<file path="config.mk">
export PLATFORM = sky130hd
export DESIGN_NAME = bwct_cell
export DESIGN_NICKNAME = d
export VERILOG_FILES = /design/src/bwct_pkg.sv /design/src/bwct_cell.sv
export VERILOG_INCLUDE_DIRS = /design/src /design/src/src
export SDC_FILE = /design/constraint.sdc
export NUM_CORES = 1
export LEC_CHECK = 0
export ABC_CLOCK_PERIOD_IN_PS = 10000
export BUFFER_PORTS_ARGS = -buffer_cell sky130_fd_sc_hd__buf_2
export CAP_MARGIN = 20
export CORE_AREA = 3 3 195 197
export DETAILED_ROUTE_END_ITERATION = 16
export DIE_AREA = 0 0 198 200
export GPL_TIMING_DRIVEN = 0
export PLACE_DENSITY = 0.82
export SETUP_SLACK_MARGIN = 0.3
export SLEW_MARGIN = 20
export SYNTH_ARGS = -nofsm -noshare
export SYNTH_HDL_FRONTEND = slang
export SYNTH_SLANG_ARGS = --single-unit
</file>
<file path="constraint.sdc">
create_clock -name clk -period 10 [get_ports clk]
set_input_delay 1 -clock clk [delete_from_list [all_inputs] [get_ports clk]]
set_output_delay 1 -clock clk [all_outputs]
set_load 0.02 [all_outputs]
</file>
<file path="src/binary_weight_conv_threshold_unit_assert.svh">
// Assertion macros shared by the convolution threshold unit RTL.
// Depends on nothing; files that check their own logic include it.
`ifndef BINARY_WEIGHT_CONV_THRESHOLD_UNIT_ASSERT_SVH
`define BINARY_WEIGHT_CONV_THRESHOLD_UNIT_ASSERT_SVH
`ifndef SYNTHESIS
// Implication checked in the same cycle.
`define BWCT_ASSERT_NOW(label, clk, rst, ante, cons) \
  label: assert property (@(posedge clk) disable iff (rst) (ante) |-> (cons)) \
    else $error("%m: same-cycle check failed");
// Implication checked in the next cycle.
`define BWCT_ASSERT_NEXT(label, clk, rst, ante, cons) \
  label: assert property (@(posedge clk) disable iff (rst) (ante) |=> (cons)) \
    else $error("%m: next-cycle check failed");
`else
`define BWCT_ASSERT_NOW(label, clk, rst, ante, cons)
`define BWCT_ASSERT_NEXT(label, clk, rst, ante, cons)
`endif
`endif

</file>
<file path="src/bwct_pkg.sv">
// Shared constants, codes and types of the convolution threshold unit.
// Depends on nothing; the interfaces and modules refer to it by scoped names.
package bwct_pkg;

  // Default values of the top-level parameters.
  localparam int KERNEL_SIZE_DEF = 3;
  localparam int CHANNELS_DEF    = 8;
  localparam int MAX_WIDTH_DEF   = 128;
  localparam int MAX_HEIGHT_DEF  = 128;
  localparam int PIXEL_WIDTH_DEF = 16;

  // Fixed widths of the channel payloads.
  localparam int OPCODE_W       = 2;
  localparam int CH_IDX_W       = 3;
  localparam int PIXEL_VALUE_W  = 16;
  localparam int WEIGHT_BITS_W  = 9;
  localparam int CHANNEL_BITS_W = 8;
  localparam int CFG_ADDR_W     = 1;
  localparam int CFG_DATA_W     = 8;

  // Reset value of both image size registers.
  localparam logic [CFG_DATA_W-1:0] SIZE_RESET = 8'd128;

  // Item opcodes; the fourth code is unused and dropped.
  typedef enum logic [OPCODE_W-1:0] {
    OP_PIXEL  = 2'd0,
    OP_WEIGHT = 2'd1,
    OP_THRESH = 2'd2
  } op_t;

  // Configuration register indexes.
  typedef enum logic [CFG_ADDR_W-1:0] {
    REG_IMAGE_WIDTH  = 1'd0,
    REG_IMAGE_HEIGHT = 1'd1
  } reg_idx_t;

  // Control part of an item that travels down the channel chain.
  typedef struct packed {
    logic                valid;
    op_t                 op;
    logic [CH_IDX_W-1:0] ch;
    logic                last;
  } ctl_t;

  function automatic int max_int(input int a, input int b);
    return (a > b) ? a : b;
  endfunction

endpackage

</file>
<file path="src/bwct_cell.sv">
// One channel cell: holds that channel's weights and threshold, adds or
// subtracts the window pixels and sets its result bit. Depends on bwct_pkg.
`include "binary_weight_conv_threshold_unit_assert.svh"

module bwct_cell #(
  parameter int KERNEL_SIZE = bwct_pkg::KERNEL_SIZE_DEF,
  parameter int PIXEL_WIDTH = bwct_pkg::PIXEL_WIDTH_DEF,
  parameter int CHANNELS    = bwct_pkg::CHANNELS_DEF,
  parameter int CELL_ID     = 0
) (
  input  logic                                           clk,
  input  logic                                           rst,
  input  logic                                           en,
  input  bwct_pkg::ctl_t                                 a_ctl,
  input  logic [KERNEL_SIZE*KERNEL_SIZE*PIXEL_WIDTH-1:0] a_win,
  input  logic [CHANNELS-1:0]                            a_bits,
  output bwct_pkg::ctl_t                                 o_ctl,
  output logic [KERNEL_SIZE*KERNEL_SIZE*PIXEL_WIDTH-1:0] o_win,
  output logic [CHANNELS-1:0]                            o_bits
);

  localparam int KK  = KERNEL_SIZE * KERNEL_SIZE;
  localparam int PW  = PIXEL_WIDTH;
  localparam int RSW = PW + $clog2(KERNEL_SIZE) + 1;
  localparam int AW  = PW + $clog2(KK) + 1;

  logic [KK-1:0]        wgt;
  logic signed [PW-1:0] thr;
  logic                 hit_a;
  logic                 hit_m;
  logic                 ld_wgt;
  logic                 ld_thr;

  logic signed [RSW-1:0] rs_next [KERNEL_SIZE];
  logic signed [RSW-1:0] m_rs    [KERNEL_SIZE];
  bwct_pkg::ctl_t        m_ctl;
  logic [KK*PW-1:0]      m_win;
  logic [CHANNELS-1:0]   m_bits;

  logic signed [AW-1:0]  total;
  logic                  ge;
  logic [CHANNELS-1:0]   o_bits_next;

  assign hit_a  = (int'(a_ctl.ch) == CELL_ID);
  assign hit_m  = (int'(m_ctl.ch) == CELL_ID);
  assign ld_wgt = a_ctl.valid && (a_ctl.op == bwct_pkg::OP_WEIGHT) && hit_a;
  assign ld_thr = m_ctl.valid && (m_ctl.op == bwct_pkg::OP_THRESH) && hit_m;

  // First half: signed partial sum of each window row.
  always_comb begin
    for (int i = 0; i < KERNEL_SIZE; i++) begin
      rs_next[i] = '0;
      for (int j = 0; j < KERNEL_SIZE; j++) begin
        if (wgt[i*KERNEL_SIZE+j]) begin
          rs_next[i] = rs_next[i] + RSW'($signed(a_win[(i*KERNEL_SIZE+j)*PW +: PW]));
        end else begin
          rs_next[i] = rs_next[i] - RSW'($signed(a_win[(i*KERNEL_SIZE+j)*PW +: PW]));
        end
      end
    end
  end

  // Weights change as a load passes the first half, so items ahead of it
  // used the old pattern and items behind it use the new one.
  always_ff @(posedge clk) begin
    if (rst) begin
      wgt <= '0;
    end else if (en && ld_wgt) begin
      wgt <= a_win[KK-1:0];
    end
  end

  always_ff @(posedge clk) begin
    if (rst) begin
      m_ctl <= '0;
    end else if (en) begin
      m_ctl <= a_ctl;
    end
  end

  always_ff @(posedge clk) begin
    if (en) begin
      m_rs   <= rs_next;
      m_win  <= a_win;
      m_bits <= a_bits;
    end
  end

  // Second half: add the row sums and compare with the threshold.
  always_comb begin
    total = '0;
    for (int i = 0; i < KERNEL_SIZE; i++) begin
      total = total + AW'(m_rs[i]);
    end
  end

  assign ge = total >= AW'(thr);

  always_comb begin
    o_bits_next          = m_bits;
    o_bits_next[CELL_ID] = ge && m_ctl.valid && (m_ctl.op == bwct_pkg::OP_PIXEL);
  end

  // The threshold likewise changes as its load passes the second half.
  always_ff @(posedge clk) begin
    if (rst) begin
      thr <= '0;
    end else if (en && ld_thr) begin
      thr <= $signed(m_win[PW-1:0]);
    end
  end

  always_ff @(posedge clk) begin
    if (rst) begin
      o_ctl <= '0;
    end else if (en) begin
      o_ctl <= m_ctl;
    end
  end

  always_ff @(posedge clk) begin
    if (en) begin
      o_win  <= m_win;
      o_bits <= o_bits_next;
    end
  end

  `BWCT_ASSERT_NEXT(a_wgt_hold, clk, rst, !(en && ld_wgt), $stable(wgt))
  `BWCT_ASSERT_NEXT(a_thr_hold, clk, rst, !(en && ld_thr), $stable(thr))

endmodule

</file>
==> results.ini, run 1 <==
[timing]
fin_setup_tns_ns = 0
min_period_over_period_pct = 55.2
hold_viol = 0
min_period_ns = 5.52
final-max-slew-violation-count = 0
slew_headroom_pct = 31.4
setup_viol = 0
holdWs_ns = 0.411
fmax_mhz = 181
rsz0062_at_grt = false
tightest_slew_ns = 1.02
timing.final.ws_setup_ns = 4.48
clock-skew-final_ns = 0.00882

[drt]
vias = 15200
postRouteAntennaNets = 0
routed_wl_microns = 49800
routed_via_density = 5.68
drtIter0Drc = 912
drt_pass1_iterations = 6
drc = 0
wire_per_inst_microns = 18.6

[power_and_ir_drop]
leakagePower_nw = 10.3
power_mw = 6.37
p_per_area_nw_per_um2 = 251
peakVddDrop_mv = 0.196

[synthesis]
synth.largest_area_cell = edfxtp_1
synth-seq-cells = 399
synth_compound_area_share_pct = 11.2
synthMuxAreaShare_pct = 2.48
ys.flop_type = edfxtp_1
avgSynthCellArea_sq_um = 12.0
syn_inst = 1811
syn_area_sq_um = 21700
synth.area.top_cells = edfxtp_1, ha_1, xor2_1
yosys.area_share.simple_pct = 9.62
synth.distinct_cells = 69
synth_edf_count = 360
yosys_warnings = 0
synth_xor_area_share_pct = 9.72
syn_nets = 2156
ys_seq_area_share_pct = 53.3
synthArstFlopShare_pct = 0
synth_top_area_share_pct = 49.7
synth_top_family_by_area = adder cells
synthAdderAreaFrac_pct = 11.4

[grt]
grt_first_pass_wirelength_microns = 76800
grt_overflow = 0
grt_max_degree = 110
grt_use_total_pct = 24.6
antenna_found_initial = 7
grt_pass1_vias = 14900

[worst_setup_path]
critical_path_arrival_ns = 5.84
worstPathMaxFanout = 10
endpoint_kind = flop
criticalPathCategory = reg -> reg
required_ns = 10.31
crit_path_start_kind = flop

[flow_run]
max-cap-violations = 0

[placed_design]
port_buffers = 318
pre_cts_slack_ns = 4.01
place_congestion = 0.866
hpwlAfterDp_microns = 38300
placed_area_sq_um = 24000

[floorplanning]
die-width_microns = 198
ios = 321
die_h_microns = 200
rows = 70
core_sq_um = 36400
initial_core_util_pct = 59.6
fp.dieArea_sq_um = 39600

[layout]
area_growth_pct = 16.8
multi_input_area_sq_um = 9670
drive_above_1_share_pct = 18.9
fillCellCount = 2575
stdcell_area_sq_um = 25400
regArea_sq_um = 11600
final_nets = 2520

[outcome]
outcome = finished clean

[clock_tree]
cts_setup_buffers = 0
cts_tree = yes
cts_buffer_depth = 3
htree_levels = 2
holdBufCountCts = 0
cts_inserted_buffers = 41
root_buffer = clkbuf_16
cts_resized = 0
insertion_delay_ns = 0.57
clk_pin_slew_worst_paths_ns = 0.06
cts_sinks = 399

[worst_hold_path]
hold_path.class = reg -> reg

cell usage in the layout (no fill, tap or decap), drive strengths merged, types with 67 or more instances in the layout:
cell type	count
edfxtp	360
buf	331
nor2	197
ha	157
a21oi	150
xor2	131
xnor2	104
inv	101
clkbuf	69
a21o	67
cell type report:
class	count	share of cell area, %
multi-input combinational	1285	38.1
tap	468	2.31
buffer	28	0.424
clock buffer	51	4.27
sequential	399	45.7
timing repair buffer	321	6.64
antenna	6	0.0592
clock inverter	23	1.05
inverter	99	1.46
state kept, by name, indices dropped and copies added (netlist names), 8 cells and up:
signal	flops
wgt	9
o_bits	8
m_win	144
thr	16
o_win	144
m_rs	57
through the flow:
step | instances | utilization [%]
finish | 2680 | 69.6
CTS | 2674 | 69.6
global placement | 2597 | 65.6
global route | 2677 | 69.6
detailed placement | 2600 | 65.9
floorplan | 1811 | -
critical path, stage by stage (launching register included):
cell	delay [ns]
dfxtp_1	0.31
clkbuf_1	0.47
clkbuf_1	0.61
nor2_1	0.13
xor2_1	0.18
ha_1	0.35
a211o_1	0.33
a21oi_1	0.26
nor2_1	0.07
nor2_1	0.17
o21bai_1	0.09
a21oi_1	0.18
xnor2_1	0.15
ha_1	0.32
a21o_1	0.20
a21o_1	0.18
nor3_1	0.12
o21ai_0	0.17
and3_1	0.20
or4_1	0.48
a21oi_1	0.20
xnor2_1	0.10
Yosys cell counts (20+ instances only):
| cell | n |
|---|---|
| inv_1 | 99 |
| xnor2_1 | 103 |
| nand2_1 | 40 |
| dfxtp_1 | 39 |
| xor2_1 | 131 |
| o21ai_0 | 47 |
| nor2_1 | 197 |
| a211oi_1 | 20 |
| ha_1 | 157 |
| nor3_1 | 53 |
| mux2i_1 | 37 |
| edfxtp_1 | 360 |
| a21oi_1 | 150 |
| fa_1 | 26 |
| a21o_1 | 67 |
metal layers:
metal  GRT usage (%)  wire (microns)
met4            7.05            1040
met1            33.1           21500
met3            5.98            3870
met2            40.2           23400
met5               0              34
report_power, final:
part	internal, mW	switching [mW]
clock network	0.902	0.627
registers	2.07	0.0891
logic	1.18	1.50
total	4.15	2.22
path summary, 6_finish.rpt:
path / cells after the start / from / endpoint / slack [ns]
worst min register to register: 0 / m_win[42] / o_win[42] / 0.41
worst min-delay path: 0 / m_win[42] / o_win[42] / 0.41
worst max register to register: 21 / wgt[7] / m_rs[17] / 4.48
worst max-delay path: 21 / wgt[7] / m_rs[17] / 4.48
logic make-up after synthesis:
group / count (synthesis)
and+or+nand+nor: 426
DFF: 399
AOI/OAI and AO/OA: 387
xor gates and xnor gates: 237
adders and majority gates: 183
buffers and inverters: 127
muxes: 52
Power figures use the tool's default switching activity.
==> run 2: changes to the inputs <==
--- a/config.mk
+++ b/config.mk
@@ -6,14 +6,15 @@
 export SDC_FILE = /design/constraint.sdc
 export NUM_CORES = 1
 export LEC_CHECK = 0
-export ABC_CLOCK_PERIOD_IN_PS = 10000
+export ABC_AREA = 1
+export ABC_CLOCK_PERIOD_IN_PS = 5450
 export BUFFER_PORTS_ARGS = -buffer_cell sky130_fd_sc_hd__buf_2
 export CAP_MARGIN = 20
-export CORE_AREA = 3 3 195 197
+export CORE_AREA = 3 3 201 203
 export DETAILED_ROUTE_END_ITERATION = 16
-export DIE_AREA = 0 0 198 200
+export DIE_AREA = 0 0 204 206
 export GPL_TIMING_DRIVEN = 0
-export PLACE_DENSITY = 0.82
+export PLACE_DENSITY = 0.81
 export SETUP_SLACK_MARGIN = 0.3
 export SLEW_MARGIN = 20
 export SYNTH_ARGS = -nofsm -noshare
==> constraint.sdc (replaced) <==
create_clock -name clk -period 5.45 [get_ports clk]
set_input_delay 0.545 -clock clk [delete_from_list [all_inputs] [get_ports clk]]
set_output_delay 0.545 -clock clk [all_outputs]
set_load 0.02 [all_outputs]
==> results.ini, run 2 <==
[outcome]
outcome = finished clean

[drt]
routed_via_density = 5.42  ; -4.6%
drtIter0Drc = 1167  ; +28%
drt_pass1_iterations = 6  ; unchanged
routed_wl_microns = 55000  ; +10%
wire_per_inst_microns = 17.4  ; -6.6%
vias = 17200  ; +13%
postRouteAntennaNets = 0  ; unchanged
drc = 0  ; unchanged

[power_and_ir_drop]
comb_power_share_pct = 47.9  ; +5.8 points
switching_share_pct = 40.1  ; +5.3 points
seqPwrFrac_pct = 30.6  ; -3.3 points
power_mw = 13.2  ; +110%
leakagePower_nw = 11.6  ; +13%
p_int_mw = 7.87  ; +90%
clock_power_share_pct = 21.5  ; -2.5 points
peakVddDrop_mv = 0.370  ; +89%
power_switching_mw = 5.28  ; +140%
p_per_area_nw_per_um2 = 496  ; +98%

[floorplanning]
die_h_microns = 206  ; +3.0%
ios = 321  ; unchanged
fp.dieArea_sq_um = 42000  ; +6.1%
core_sq_um = 38600  ; +6.1%
rows = 72  ; +2.9%
die-width_microns = 204  ; +3.0%
initial_core_util_pct = 59.1  ; -0.57 points

[layout]
layout_common_cells = nand2_1, edfxtp_1, buf_2
finish.utilization_pct = 68.6  ; -1.0 points
area_growth_pct = 16.2
reg.largest.list = m_win: 144 flops, o_win: 144 flops, m_rs: 57 flops
drive_above_1_share_pct = 19.0  ; +0.15 points
layout.cells.most_common = nand2_1
final_nets = 2963  ; +18%
stdcell_area_sq_um = 26500  ; +4.5%

[clock_tree]
clk_pin_slew_worst_paths_ns = 0.06  ; about the same
root_buffer = clkbuf_16
insertion_delay_ns = 0.56  ; about the same
cts_resized = 0  ; unchanged
htree_levels = 2  ; unchanged
cts_sinks = 399  ; unchanged
holdBufCountCts = 0  ; unchanged
cts_buffer_depth = 3  ; unchanged
cts_inserted_buffers = 42  ; +2.4%
cts_tree = yes
cts_setup_buffers = 0  ; unchanged

[synthesis]
synth_top_family_by_area = simple AND/OR/NAND/NOR gates
synthAdderAreaFrac_pct = 10.9  ; -0.55 points
synth.distinct_cells = 50  ; -28%
synth-seq-cells = 399  ; unchanged
ys_seq_area_share_pct = 50.8  ; -2.6 points
synth_edf_count = 360  ; unchanged
yosys.area_share.simple_pct = 16.1  ; +6.4 points
synth_compound_area_share_pct = 8.94  ; -2.3 points
synth.largest_area_cell = edfxtp_1
avgSynthCellArea_sq_um = 10.1  ; -16%
synthMuxAreaShare_pct = 0  ; -2.5 points
synth_most_common_cell = nand2_1
netlist_top_cells_count = nand2_1, edfxtp_1, inv_1, nor2_1, a21oi_1
ys.flop_type = edfxtp_1
syn_area_sq_um = 22800  ; +5.1%
syn_inst = 2252  ; +24%
synthArstFlopShare_pct = 0  ; unchanged
synth.area.top_cells = edfxtp_1, ha_1, nand2_1
syn_nets = 2597  ; +20%
synth_top_area_share_pct = 47.4  ; -2.4 points
yosys_warnings = 0  ; unchanged
synth_xor_area_share_pct = 8.98  ; -0.74 points

[grt]
antenna_found_initial = 2  ; -5
grt_use_total_pct = 26.0  ; +1.4 points
grt_overflow = 0  ; unchanged
grt_first_pass_wirelength_microns = 86000  ; +12%
grt_max_degree = 114  ; +3.6%
grt_pass1_vias = 16900  ; +14%

[worst_setup_path]
crit_path_start_kind = flop
r2r-start = wgt[1]
critical_path_arrival_ns = 4.75  ; -1.09 ns
rr_worst_depth = 16  ; -24%
worstPathMaxFanout = 10  ; unchanged
endpoint_kind = flop
reg2reg_to = m_rs[55]
rrSetupSlack_ns = 1.00  ; -3.47 ns
required_ns = 5.75  ; -4.56 ns
criticalPathCategory = reg -> reg

[worst_hold_path]
hold_start = a_bits[2]
hold_path.class = in -> reg
worstHoldPathCells = 1  ; +1
hold_end = m_bits[2]

[placed_design]
place_congestion = 0.982  ; +13%
hpwlAfterDp_microns = 43400  ; +13%
port_buffers = 319  ; +0.31%
placed_area_sq_um = 25200  ; +4.8%

[timing]
setup_viol = 0  ; unchanged
hold_viol = 0  ; unchanged
slew_headroom_pct = 52.5  ; +21 points
tightest_slew_ns = 0.705  ; -0.315 ns
clock-skew-final_ns = 0.00838  ; -0.000442 ns
fin_setup_tns_ns = 0  ; unchanged
fmax_mhz = 225  ; +24%
min_period_ns = 4.45  ; -1.08 ns
final-max-slew-violation-count = 0  ; unchanged
min_period_over_period_pct = 81.6  ; +26 points
rsz0062_at_grt = false

[flow_run]
max-cap-violations = 0  ; unchanged

==> run 2: cell types whose count changed after synthesis, moves of 29 or more <==
cell,delta
a21o_1,-58
inv_1,+126
mux2i_1,-37
nand2_1,+347
nand3_1,+81
nor3_1,-29
o21ai_0,+55
==> run 2: cell type report <==
class	instances	area (sq um)
antenna	1	2.50
buffer	21	88.8
clock buffer	51	1110
clock inverter	26	245
fill	2887	12100
inverter	241	905
multi-input combinational	1591	10200
sequential	399	11600
tap	518	648
timing repair buffer	322	1690
==> run 2: cell families (layout without fill, tap and decap cells) <==
kind of cell	count (synthesis)	count (layout)
XOR/XNOR	234	234
adder cells (fa/ha/maj)	183	183
buffers and inverters	262	661
AND/OR/NAND/NOR	814	814
AO/OA/AOI/OAI	360	360
flip-flops	399	399
other	0	1
==> run 2: through the flow <==
step / setup slack (ns) / hold slack, ns / std cells
after floorplan: 1.73 / 0.400 / 2252
after global placement: -2.57 / 0.401 / 3089
after detailed placement: 0.829 / 0.405 / 3092
after CTS: 0.985 / 0.126 / 3169
after global routing: 0.685 / 0.138 / 3170
final: 1.00 / 0.160 / 3170
==> run 2: worst max path at each step <==
stage / startpoint / end / cells past startpoint
after floorplan: a_win[97] / m_rs[18] / 22
after global placement: en / wgt[3] / 6
after detailed placement: a_win[48] / m_rs[37] / 25
after CTS: wgt[1] / m_rs[55] / 16
after global routing: wgt[1] / m_rs[56] / 19
final: wgt[1] / m_rs[55] / 16
==> run 2: power by group through the flow <==
stage	clock [mW]	sequential, mW	combinational, mW
finish	2.82	4.03	6.30
global route	3.00	4.07	7.18
CTS	2.89	4.03	6.32
detailed placement	0	4.09	6.27
global placement	0	4.11	6.12
floorplan	0	4.11	4.49
==> run 2: worst max-delay path, stage by stage (launching register included) <==
cell and delay [ns]:
dfxtp_1 0.47, inv_1 0.20, clkbuf_1 0.27, o21ai_0 0.48, fa_1 0.42, a31oi_1 0.16
o21ai_0 0.32, a31oi_1 0.15, xnor2_1 0.36, ha_1 0.37, a21oi_1 0.26, o21ai_0 0.12
a21oi_1 0.15, nand2_1 0.15, nand2_1 0.09, nand3_1 0.08, xor2_1 0.15
==> run 2: metal layers <==
layer	vias to the layer above	global-route usage (%)	wire (microns)
li1	8452	-	-
met1	8030	33.6	22700
met2	572	43.5	26200
met3	121	5.20	3920
met4	2	10.3	2160
met5	-	0	13
